[config.mk]
export PLATFORM = sky130hd
export DESIGN_NAME = integer_3d_line_cells_unit
export DESIGN_NICKNAME = d
export VERILOG_FILES = /design/src/rtl/i3dl_pkg.sv /design/src/rtl/i3dl_axis.sv /design/src/rtl/integer_3d_line_cells_unit.sv
export SDC_FILE = /design/constraint.sdc
export NUM_CORES = 1
export LEC_CHECK = 0
export BUFFER_PORTS_ARGS = -buffer_cell sky130_fd_sc_hd__buf_2
export CAP_MARGIN = 20
export CORE_MARGIN = 2
export CORE_UTILIZATION = 54
export DETAILED_ROUTE_END_ITERATION = 10
export PLACE_DENSITY = 0.68
export SLEW_MARGIN = 20
export SYNTH_ARGS = -nofsm -noshare
export SYNTH_HDL_FRONTEND = slang
export SYNTH_HIERARCHICAL = 1
export SYNTH_SLANG_ARGS = --single-unit
[constraint.sdc]
create_clock -name i_clk -period 13.94 [get_ports i_clk]
set_input_delay 2.788 -clock i_clk [delete_from_list [all_inputs] [get_ports i_clk]]
set_output_delay 2.788 -clock i_clk [all_outputs]
set_load 0.01 [all_outputs]
[src/rtl/i3dl_pkg.sv]
// ----------------------------------------------------------------------------
// i3dl_pkg: shared types and constants of the 3D line cell walker
// Coordinate widths, stream word widths, item modes and the per-axis control.
// ----------------------------------------------------------------------------
package i3dl_pkg;

    // Width of one cell coordinate.
    localparam int COORD_BITS = 20;

    // Signed error term: it stays within about [-span/2, 3*span/2 + 1].
    localparam int ERR_BITS = COORD_BITS + 2;

    // Input word: from_x, from_y, from_z, to_x, to_y, to_z, padded to bytes.
    localparam int IN_DATA_BITS = ((6 * COORD_BITS + 7) / 8) * 8;

    // Output word: cell_x, cell_y, cell_z, padded to bytes.
    localparam int OUT_DATA_BITS = ((3 * COORD_BITS + 7) / 8) * 8;

    // Kind of an input word.
    typedef enum logic {
        MODE_START = 1'b0,
        MODE_STEP  = 1'b1
    } t_mode;

    // Control of one axis for the current cycle.
    typedef struct packed {
        logic load;
        logic step;
    } t_axis_ctrl;

endpackage

[src/rtl/i3dl_axis.sv]
// ----------------------------------------------------------------------------
// i3dl_axis: one axis of the 3D line cell walker
// Holds position, delta, direction and error of one axis and does its step.
// ----------------------------------------------------------------------------
module i3dl_axis import i3dl_pkg::*; (
    input  logic                  i_clk,
    input  logic                  i_rst_n,
    input  t_axis_ctrl            i_ctrl,
    input  logic [COORD_BITS-1:0] i_from,
    input  logic [COORD_BITS-1:0] i_to,
    input  logic [COORD_BITS-1:0] i_span,
    output logic [COORD_BITS-1:0] o_new_delta,
    output logic [COORD_BITS-1:0] o_next_pos
);

    logic [COORD_BITS-1:0]      r_pos;
    logic [COORD_BITS-1:0]      r_delta;
    logic                       r_neg;
    logic signed [ERR_BITS-1:0] r_err;
    logic signed [ERR_BITS-1:0] n_err;
    logic signed [ERR_BITS-1:0] w_sum;
    logic signed [ERR_BITS:0]   w_twice;
    logic signed [ERR_BITS:0]   w_span_ext;
    logic                       w_move;
    logic                       w_load_neg;

    // Setup on a start word.
    assign w_load_neg  = i_to < i_from;
    assign o_new_delta = w_load_neg ? (i_from - i_to) : (i_to - i_from);

    // One Bresenham step: add delta, move when twice the error reaches span.
    assign w_sum      = r_err + $signed({2'b00, r_delta});
    assign w_twice    = {w_sum, 1'b0};
    assign w_span_ext = $signed({3'b000, i_span});
    assign w_move     = w_twice >= w_span_ext;
    assign n_err      = w_move ? (w_sum - $signed({2'b00, i_span})) : w_sum;
    assign o_next_pos = !w_move ? r_pos :
                        (r_neg ? (r_pos - COORD_BITS'(1)) : (r_pos + COORD_BITS'(1)));

    always_ff @(posedge i_clk) begin
        if (!i_rst_n) begin
            r_pos   <= '0;
            r_delta <= '0;
            r_neg   <= 1'b0;
            r_err   <= '0;
        end else if (i_ctrl.load) begin
            r_pos   <= i_from;
            r_delta <= o_new_delta;
            r_neg   <= w_load_neg;
            r_err   <= '0;
        end else if (i_ctrl.step) begin
            r_pos   <= o_next_pos;
            r_err   <= n_err;
        end
    end

endmodule

[src/rtl/integer_3d_line_cells_unit.sv]
// ----------------------------------------------------------------------------
// integer_3d_line_cells_unit: integer 3D line cell walker
// Lists the grid cells strictly between two endpoints, one cell per word.
// ----------------------------------------------------------------------------
// Usage. Words come in on the slave stream. A start word (tuser = 0) carries
// both endpoints in tdata and sets up a new line, abandoning any line in
// progress. A step word (tuser = 1) advances the line by one cell. Every input
// word gives exactly one output word on the master stream: tdata holds the
// cell coordinates, tuser says whether a cell is carried (zero coordinates
// otherwise) and tlast marks that the line has no cells left. A start word
// answers with no cell and tlast set only for an empty run (equal endpoints
// or a largest delta of one); a step with no line in progress answers with no
// cell and tlast set.
// From acceptance, the word is first held in the input register; then the step
// logic of the three axes writes the line state and the output register
// together, and the output register shows the answer on the master stream.
// Throughput is one word per cycle while the receiver takes the output words,
// limited by the single add, compare and subtract per axis that feeds the
// state registers back to themselves.
// Reset (synchronous, active low) empties both registers and leaves no line
// in progress. When the receiver stalls, the output word holds, the input
// register fills, and tready drops until the output word is taken.
// ----------------------------------------------------------------------------
module integer_3d_line_cells_unit import i3dl_pkg::*; (
    input  logic                     i_clk,
    input  logic                     i_rst_n,
    // Slave stream.
    input  logic                     i_s_tvalid,
    output logic                     o_s_tready,
    // tdata from bit 0 up: from_x, from_y, from_z, to_x, to_y, to_z.
    input  logic [IN_DATA_BITS-1:0]  i_s_tdata,
    // tuser: mode (0 = start a line, 1 = step one cell).
    input  logic                     i_s_tuser,
    // Master stream.
    output logic                     o_m_tvalid,
    input  logic                     i_m_tready,
    // tdata from bit 0 up: cell_x, cell_y, cell_z, zero padding.
    output logic [OUT_DATA_BITS-1:0] o_m_tdata,
    // tuser: cell_valid.
    output logic                     o_m_tuser,
    // tlast: run_done.
    output logic                     o_m_tlast
);

    // Input register.
    logic                    r_in_valid;
    t_mode                   r_in_mode;
    logic [IN_DATA_BITS-1:0] r_in_data;

    // Line state shared by the axes.
    logic [COORD_BITS-1:0] r_span;
    logic [COORD_BITS-1:0] r_count;
    logic                  r_active;
    logic [COORD_BITS-1:0] n_span;
    logic [COORD_BITS-1:0] n_count;
    logic                  n_active;

    // Output register.
    logic                     r_out_valid;
    logic [OUT_DATA_BITS-1:0] r_out_data;
    logic                     r_out_cell;
    logic                     r_out_done;
    logic [OUT_DATA_BITS-1:0] n_out_data;
    logic                     n_out_cell;
    logic                     n_out_done;

    logic                  w_advance;
    t_axis_ctrl            w_ctrl;
    logic [COORD_BITS-1:0] w_from [3];
    logic [COORD_BITS-1:0] w_to   [3];
    logic [COORD_BITS-1:0] w_delta [3];
    logic [COORD_BITS-1:0] w_next  [3];
    logic [COORD_BITS-1:0] w_biggest;
    logic [COORD_BITS-1:0] w_count_inc;
    logic                  w_last;

    // The held word moves on when the output register is free or being taken.
    assign w_advance  = r_in_valid && (!r_out_valid || i_m_tready);
    assign o_s_tready = !r_in_valid || w_advance;

    assign w_ctrl.load = w_advance && (r_in_mode == MODE_START);
    assign w_ctrl.step = w_advance && (r_in_mode == MODE_STEP) && r_active;

    for (genvar a = 0; a < 3; a++) begin : g_axis
        assign w_from[a] = r_in_data[a*COORD_BITS +: COORD_BITS];
        assign w_to[a]   = r_in_data[(a+3)*COORD_BITS +: COORD_BITS];

        i3dl_axis u_axis (
            .i_clk       (i_clk),
            .i_rst_n     (i_rst_n),
            .i_ctrl      (w_ctrl),
            .i_from      (w_from[a]),
            .i_to        (w_to[a]),
            .i_span      (r_span),
            .o_new_delta (w_delta[a]),
            .o_next_pos  (w_next[a])
        );
    end

    // Largest delta of a new line sets its span.
    always_comb begin
        w_biggest = w_delta[0];
        if (w_delta[1] > w_biggest) begin
            w_biggest = w_delta[1];
        end
        if (w_delta[2] > w_biggest) begin
            w_biggest = w_delta[2];
        end
    end

    assign w_count_inc = r_count + COORD_BITS'(1);
    assign w_last      = w_count_inc >= r_span;

    // Next line state and next output word.
    always_comb begin
        n_span     = r_span;
        n_count    = r_count;
        n_active   = r_active;
        n_out_data = '0;
        n_out_cell = 1'b0;
        n_out_done = 1'b1;
        case (r_in_mode)
            MODE_START: begin
                n_span     = (w_biggest != '0) ? (w_biggest - COORD_BITS'(1)) : '0;
                n_count    = '0;
                n_active   = n_span != '0;
                n_out_done = !n_active;
            end
            MODE_STEP: begin
                if (r_active) begin
                    n_count    = w_count_inc;
                    n_active   = !w_last;
                    n_out_data = OUT_DATA_BITS'({w_next[2], w_next[1], w_next[0]});
                    n_out_cell = 1'b1;
                    n_out_done = w_last;
                end
            end
            default: begin
                n_out_done = 1'b1;
            end
        endcase
    end

    always_ff @(posedge i_clk) begin
        if (!i_rst_n) begin
            r_in_valid <= 1'b0;
        end else if (o_s_tready) begin
            r_in_valid <= i_s_tvalid;
        end
    end

    always_ff @(posedge i_clk) begin
        if (o_s_tready && i_s_tvalid) begin
            r_in_mode <= t_mode'(i_s_tuser);
            r_in_data <= i_s_tdata;
        end
    end

    always_ff @(posedge i_clk) begin
        if (!i_rst_n) begin
            r_span   <= '0;
            r_count  <= '0;
            r_active <= 1'b0;
        end else if (w_advance) begin
            r_span   <= n_span;
            r_count  <= n_count;
            r_active <= n_active;
        end
    end

    always_ff @(posedge i_clk) begin
        if (!i_rst_n) begin
            r_out_valid <= 1'b0;
        end else if (w_advance) begin
            r_out_valid <= 1'b1;
        end else if (i_m_tready) begin
            r_out_valid <= 1'b0;
        end
    end

    always_ff @(posedge i_clk) begin
        if (w_advance) begin
            r_out_data <= n_out_data;
            r_out_cell <= n_out_cell;
            r_out_done <= n_out_done;
        end
    end

    assign o_m_tvalid = r_out_valid;
    assign o_m_tdata  = r_out_data;
    assign o_m_tuser  = r_out_cell;
    assign o_m_tlast  = r_out_done;

`ifndef SYNTHESIS
    // A line in progress always has a nonzero span.
    a_active_span: assert property (@(posedge i_clk) disable iff (!i_rst_n)
        r_active |-> (r_span != '0))
        else $error("active line with zero span");

    // A line in progress has not yet emitted all of its cells.
    a_count_below_span: assert property (@(posedge i_clk) disable iff (!i_rst_n)
        r_active |-> (r_count < r_span))
        else $error("cell count reached span on an active line");

    // A shown word without a cell carries zero coordinates.
    a_empty_word_zero: assert property (@(posedge i_clk) disable iff (!i_rst_n)
        (o_m_tvalid && !o_m_tuser) |-> (o_m_tdata == '0))
        else $error("word without a cell has nonzero coordinates");

    // A shown cell that is not the last one leaves the line in progress.
    a_cell_keeps_line: assert property (@(posedge i_clk) disable iff (!i_rst_n)
        (o_m_tvalid && o_m_tuser && !o_m_tlast) |-> r_active)
        else $error("line ended without a last cell");
`endif

endmodule
Word-level counts from Yosys, hierarchy flattened

Index checks and enable logic that the tools add are counted.

Output and inout port bits: 68
Flip-flop bits (word level): 419
Input bits: 125

Multiplexer cells: 30
Bitwise operators: 2
$add $sub $neg: 20
Reduce and logical (&&, ||, !) cells: 19
Equality and inequality tests: 1
Magnitude comparators: 9

Operators by type and width:

| operator                                                                 | number |
|---|---|
| 20-bit 2-to-1 mux                                                        | 19 |
| 20-bit subtractor                                                        | 6 |
| 20-bit by 1-bit adder with 20-bit output (second input constant)         | 4 |
| 20-bit by 1-bit subtractor with 20-bit output (second input constant)    | 4 |
| 23-bit by 21-bit >= comparator with 1-bit output                         | 3 |
| 22-bit by 21-bit adder with 22-bit output                                | 3 |
| 22-bit 2-to-1 mux                                                        | 3 |
| 22-bit by 21-bit subtractor with 22-bit output                           | 3 |
| 20-bit < comparator                                                      | 3 |
| 20-bit > comparator                                                      | 2 |
| 20-bit case mux with 2 select lines                                      | 1 |
| 20-bit nonzero test                                                      | 2 |
| 20-bit >= comparator                                                     | 1 |
| 2-bit AND reduction                                                      | 3 |
| 1-bit logical AND                                                        | 5 |
| 1-bit 2-to-1 mux                                                         | 5 |
| 1-bit logical NOT                                                        | 4 |
| 1-bit case mux with 2 select lines                                       | 2 |
| 2-bit nonzero test                                                       | 2 |
| 1-bit logical OR                                                         | 2 |
| 2-bit by 1-bit inequality test with 1-bit output (second input constant) | 1 |
| 1-bit NOT                                                                | 2 |
| 2-bit OR reduction                                                       | 1 |

Logic depth before layout (Yosys ltp)

Word-level depth: 11
Mapped depth: 50

Hierarchy

The synthesis kept the hierarchy.

Modules (own cells, without submodules):

| module                       | sequential area each (um^2) | area an instance (um^2) | times used | cells each |
|---|---|---|---|---|
| integer_3d_line_cells_unit   | 6356.1                      | 11367.2                 | 1          | 1007 |
| i3dl_axis (g_axis[0].u_axis) | 1261.2                      | 8225.4                  | 1          | 1056 |
| i3dl_axis (g_axis[2].u_axis) | 1261.2                      | 8057.7                  | 1          | 1041 |
| i3dl_axis (g_axis[1].u_axis) | 1261.2                      | 7926.4                  | 1          | 1051 |

Worst setup path before layout

Ideal clock, no wire load.

Kind: flip-flop to flip-flop
From: register r_in_data[20]
To: register r_out_done, in the netlist o_m_tlast (data pin)
Path slack: 4.114 ns
Setup time: 0.129 ns
Arrival time: 9.697 ns
Clock period less this slack: 9.826 ns
Data required time: 13.811 ns
Cell stages (with the launch flop): 45
Cells stage by stage: edfxtp_1 ha_1 fa_1 and2b_1 o31a_1 o2111ai_1 a211o_1 and2_1 buf_2 o2111a_1 o211a_1 nor2_2 o21ai_1 xor2_1 ha_1 nand4_2 nor3_1 a221oi_1 [... 9 more ...] a221oi_1 nand2_1 o21ai_1 mux2i_1 buf_2 buf_2 buf_1 a21oi_1 ha_1 clkbuf_1 nand2_1 nor3_1 a2bb2o_1 xnor2_1 mux2i_1 or4_1 nor4_1 a21bo_1

RTL lines:

| what                   | line                              | source |
|---|---|---|
| start, declared        | integer_3d_line_cells_unit.sv:48  | `logic [IN_DATA_BITS-1:0] r_in_data;` |
| start signal, assigned | integer_3d_line_cells_unit.sv:155 | `r_in_data <= i_s_tdata;` |
| end signal, assigned   | integer_3d_line_cells_unit.sv:185 | `r_out_done <= n_out_done;` |
| end, declared          | integer_3d_line_cells_unit.sv:62  | `logic r_out_done;` |

==> impl_metrics.tcl <==
set metrics [dict create \
    setup-tns-final_ns 0 \
    ys_seq_elements 415 \
    r2r_end "o_m_tlast" \
    synth-seq-area-share_pct 28.5 \
    postCtsSetupRepairBufs 0 \
    grt_overflow 0 \
    first_pass_iters 6 \
    synth-main-ff-cell "dfxtp_1" \
    fin_util_pct 59.3 \
    tightest_slew_ns 1.06 \
    slew_headroom_pct 29.1 \
    syn_avg_cell_area_um2 8.56 \
    grt_use_met2_pct 45.5 \
    cts_buffers 50 \
    grt_use_total_pct 29.3 \
    path_clk_slew_ns 0.06 \
    worstSetupPathType "register to register" \
    crit_path_end "o_m_tlast" \
    grt_pass1_vias 28800 \
    fin_nets 4817 \
    worst_slack_ns 2.11 \
    syn2layout_area_growth_pct 9.25 \
    syn_area_um2 35600 \
    ant_nets 0 \
    crit_path_frequent_cell "nand2_1" \
    critPathBufInv 3 \
    finalHoldViolCount 0 \
    cts_tree "done" \
    reg2reg_slack_ns 2.11 \
    grt_pass1_wl_um 159000 \
    cts_resized 0 \
    drt_iter0_drc 2687 \
    met3_usage_pct 4.61 \
    synth_edf_count 183 \
    ff2ff_path_depth 38 \
    crit_cells 38 \
    fin_crit_sh_pct 84.9 \
    clockRootBuffer "clkbuf_16" \
    outcome "complete, no violations" \
    period_needed_ns 11.83 \
    cts.path.max_buffers 3 \
    hpwl_um 77100 \
    fill_cells 5850 \
    worstSetupStartpoint "r_in_data[0]" \
    dieArea_um2 68000 \
    drt-total-wl_um 102000 \
    p_leak_nw 17.4 \
    grtUsageMet1_pct 41.7 \
    vias 31200 \
    wire_per_inst_um 19.8 \
    busiest_layer "met2" \
    avgViaCountPerCell 6.03 \
    die_w_um 261 \
    skew_ns 0.0312 \
    hold_path_class "register to register" \
    critical_path.max_fanout 30 \
    numClockSinks 415 \
    path_delay_family "simple AND/OR/NAND/NOR gates" \
    reg2reg_from "r_in_data[0]" \
    slowest_stage "nand2_1" \
    drive_above_1_share_pct 10.2 \
    postSynthCellCount 4155 \
    max_freq_mhz 84.5 \
    peakVddDrop_mv 0.114 \
    diodes 0 \
    final-setup-viol-count 0 \
    cpPeakStageDelay_ns 0.76 \
    grt_start_max_net_pins 86 \
    endpoint_kind "register" \
    gp_congestion 0.957 \
    cap_violations 0 \
    portBuffers 188 \
    drcViolationCount 0 \
    core-area_um2 65500 \
    die_h_um 261 \
    clkLatencyLatePin_ns 0.62 \
    rows 94 \
    start_util_pct 54.3 \
    grt_setup_unrepaired "no" \
    async_flop_share_pct 0 \
    powerDensity_nw_per_um2 141 \
    slew_viol_final 0 \
    ioPinCount 193 \
    dp_slack_ns 2.41 \
    synthDistinctLibCells 115 \
    cp.arrival_ns 12.30 \
    grt_antenna_before_repair 1 \
    ctsHoldBuffers 0 \
    yosys_warnings 6 \
    h-tree-depth 2 \
    critPathRequiredTime_ns 14.41 \
    start_kind "register" \
]
-- metrics by stage --
step / hold slack (ns) / std cells / total power, mW / area (um^2)
final: 0.472 / 5173 / 5.47 / 38900
after global routing: 0.509 / 5173 / 5.80 / 38900
after CTS: 0.476 / 5173 / 5.46 / 38900
after detailed placement: 0.467 / 5079 / 4.04 / 37100
after global placement: 0.468 / 5079 / 4.04 / 37100
after floorplan: 0.432 / 4158 / 3.41 / 35600
-- cell usage in the layout, fill, tap and decap left out, types with 167 or more instances in the layout --
master	Yosys	layout
a21oi_1	344	344
buf_2	36	187
dfxtp_1	232	231
edfxtp_1	183	183
ha_1	410	410
inv_1	326	325
nand2_1	268	268
nor2_1	258	257
o21ai_0	298	297
xnor2_1	167	167
-- cell usage after synthesis, drive strengths merged (56+ instances only) --
cell,n,area [um^2]
mux2i,136,1360
o21a,69,518
edfxtp,183,5500
clkbuf,103,389
ha,410,5130
inv,327,1230
nor3,80,400
o21ai,311,1560
dfxtp,232,4640
buf,69,458
nor2b,56,350
nand2,269,1020
nand3,110,563
xor2,79,692
a21oi,345,1730
nor2,261,987
xnor2,168,1490
and3,105,657
a21o,117,878
-- cell type report --
cell class / instances / area, um^2 / share of cell area (%)
Tap cell: 864 / 1080 / 2.78
Multi-Input combinational cell: 3242 / 23400 / 60.1
Clock buffer: 73 / 1540 / 3.96
Timing Repair Buffer: 229 / 1250 / 3.22
Sequential cell: 415 / 10100 / 26.1
Inverter: 329 / 1240 / 3.19
Clock inverter: 21 / 241 / 0.621
-- logic make-up (layout without fill, tap and decap cells) --
group,Yosys count,count (layout),share of synthesized area [%]
xor gates and xnor gates,247,247,6.13
AOI/OAI and AO/OA,1259,1259,23.0
buffers and inverters,501,652,5.85
and+or+nand+nor,1116,1116,15.7
other,1,4,0.0105
adders and majority gates,425,425,15.3
DFF,415,415,28.5
muxes,191,191,5.58
-- worst register-to-register path: cells and delay by family, from the launching register on --
| kind | cells | cell delay (ns) |
|---|---|---|
| buffers and inverters | 3 | 0.74 |
| AO/OA/AOI/OAI | 11 | 2.96 |
| flip-flops | 1 | 0.41 |
| adder cells (fa/ha/maj) | 5 | 1.76 |
| multiplexers | 3 | 0.58 |
| XOR/XNOR | 2 | 0.86 |
| AND/OR/NAND/NOR | 14 | 4.38 |
-- how the worst min path moves through the flow --
stage	start	to	slack (ns)	cells after the start
2_1_floorplan	g_axis[0].u_axis/r_delta[10]	g_axis[0].u_axis/r_delta[10]	0.43	2
5_1_grt	g_axis[2].u_axis/r_delta[0]	g_axis[2].u_axis/r_delta[0]	0.51	2
4_1_cts	g_axis[1].u_axis/r_err[21]	g_axis[1].u_axis/r_err[21]	0.48	2
3_5_place_dp	g_axis[1].u_axis/r_err[21]	g_axis[1].u_axis/r_err[21]	0.47	2
3_3_place_gp	g_axis[1].u_axis/r_delta[5]	g_axis[1].u_axis/r_delta[5]	0.47	2
6_report	g_axis[1].u_axis/r_err[21]	g_axis[1].u_axis/r_err[21]	0.47	2
-- layer usage --
metal  part of all wire, %  wire, um
met1                    46     47500
met2                    43     44500
met3                   6.9      7050
met4                   3.2      3330
met5                     0         0
-- sequential cells by signal, summed over array words and instances (netlist names), 3 cells and up --
name,flops
g_axis.u_axis/r_err,66
r_span,20
r_count,20
o_m_tdata,60
g_axis.u_axis/r_delta,60
r_in_data,120
g_axis.u_axis/r_neg,3
g_axis.u_axis/r_pos,60
-- power by group --
group          switching [mW]  internal (mW)  total [mW]  leakage, nW
Sequential             0.0888           1.34        1.43         3.65
Combinational            1.60           1.05        2.65         12.9
Clock                   0.551          0.843        1.39        0.879
Total                    2.24           3.23        5.47         17.4
(Power assumes the default switching activity.)
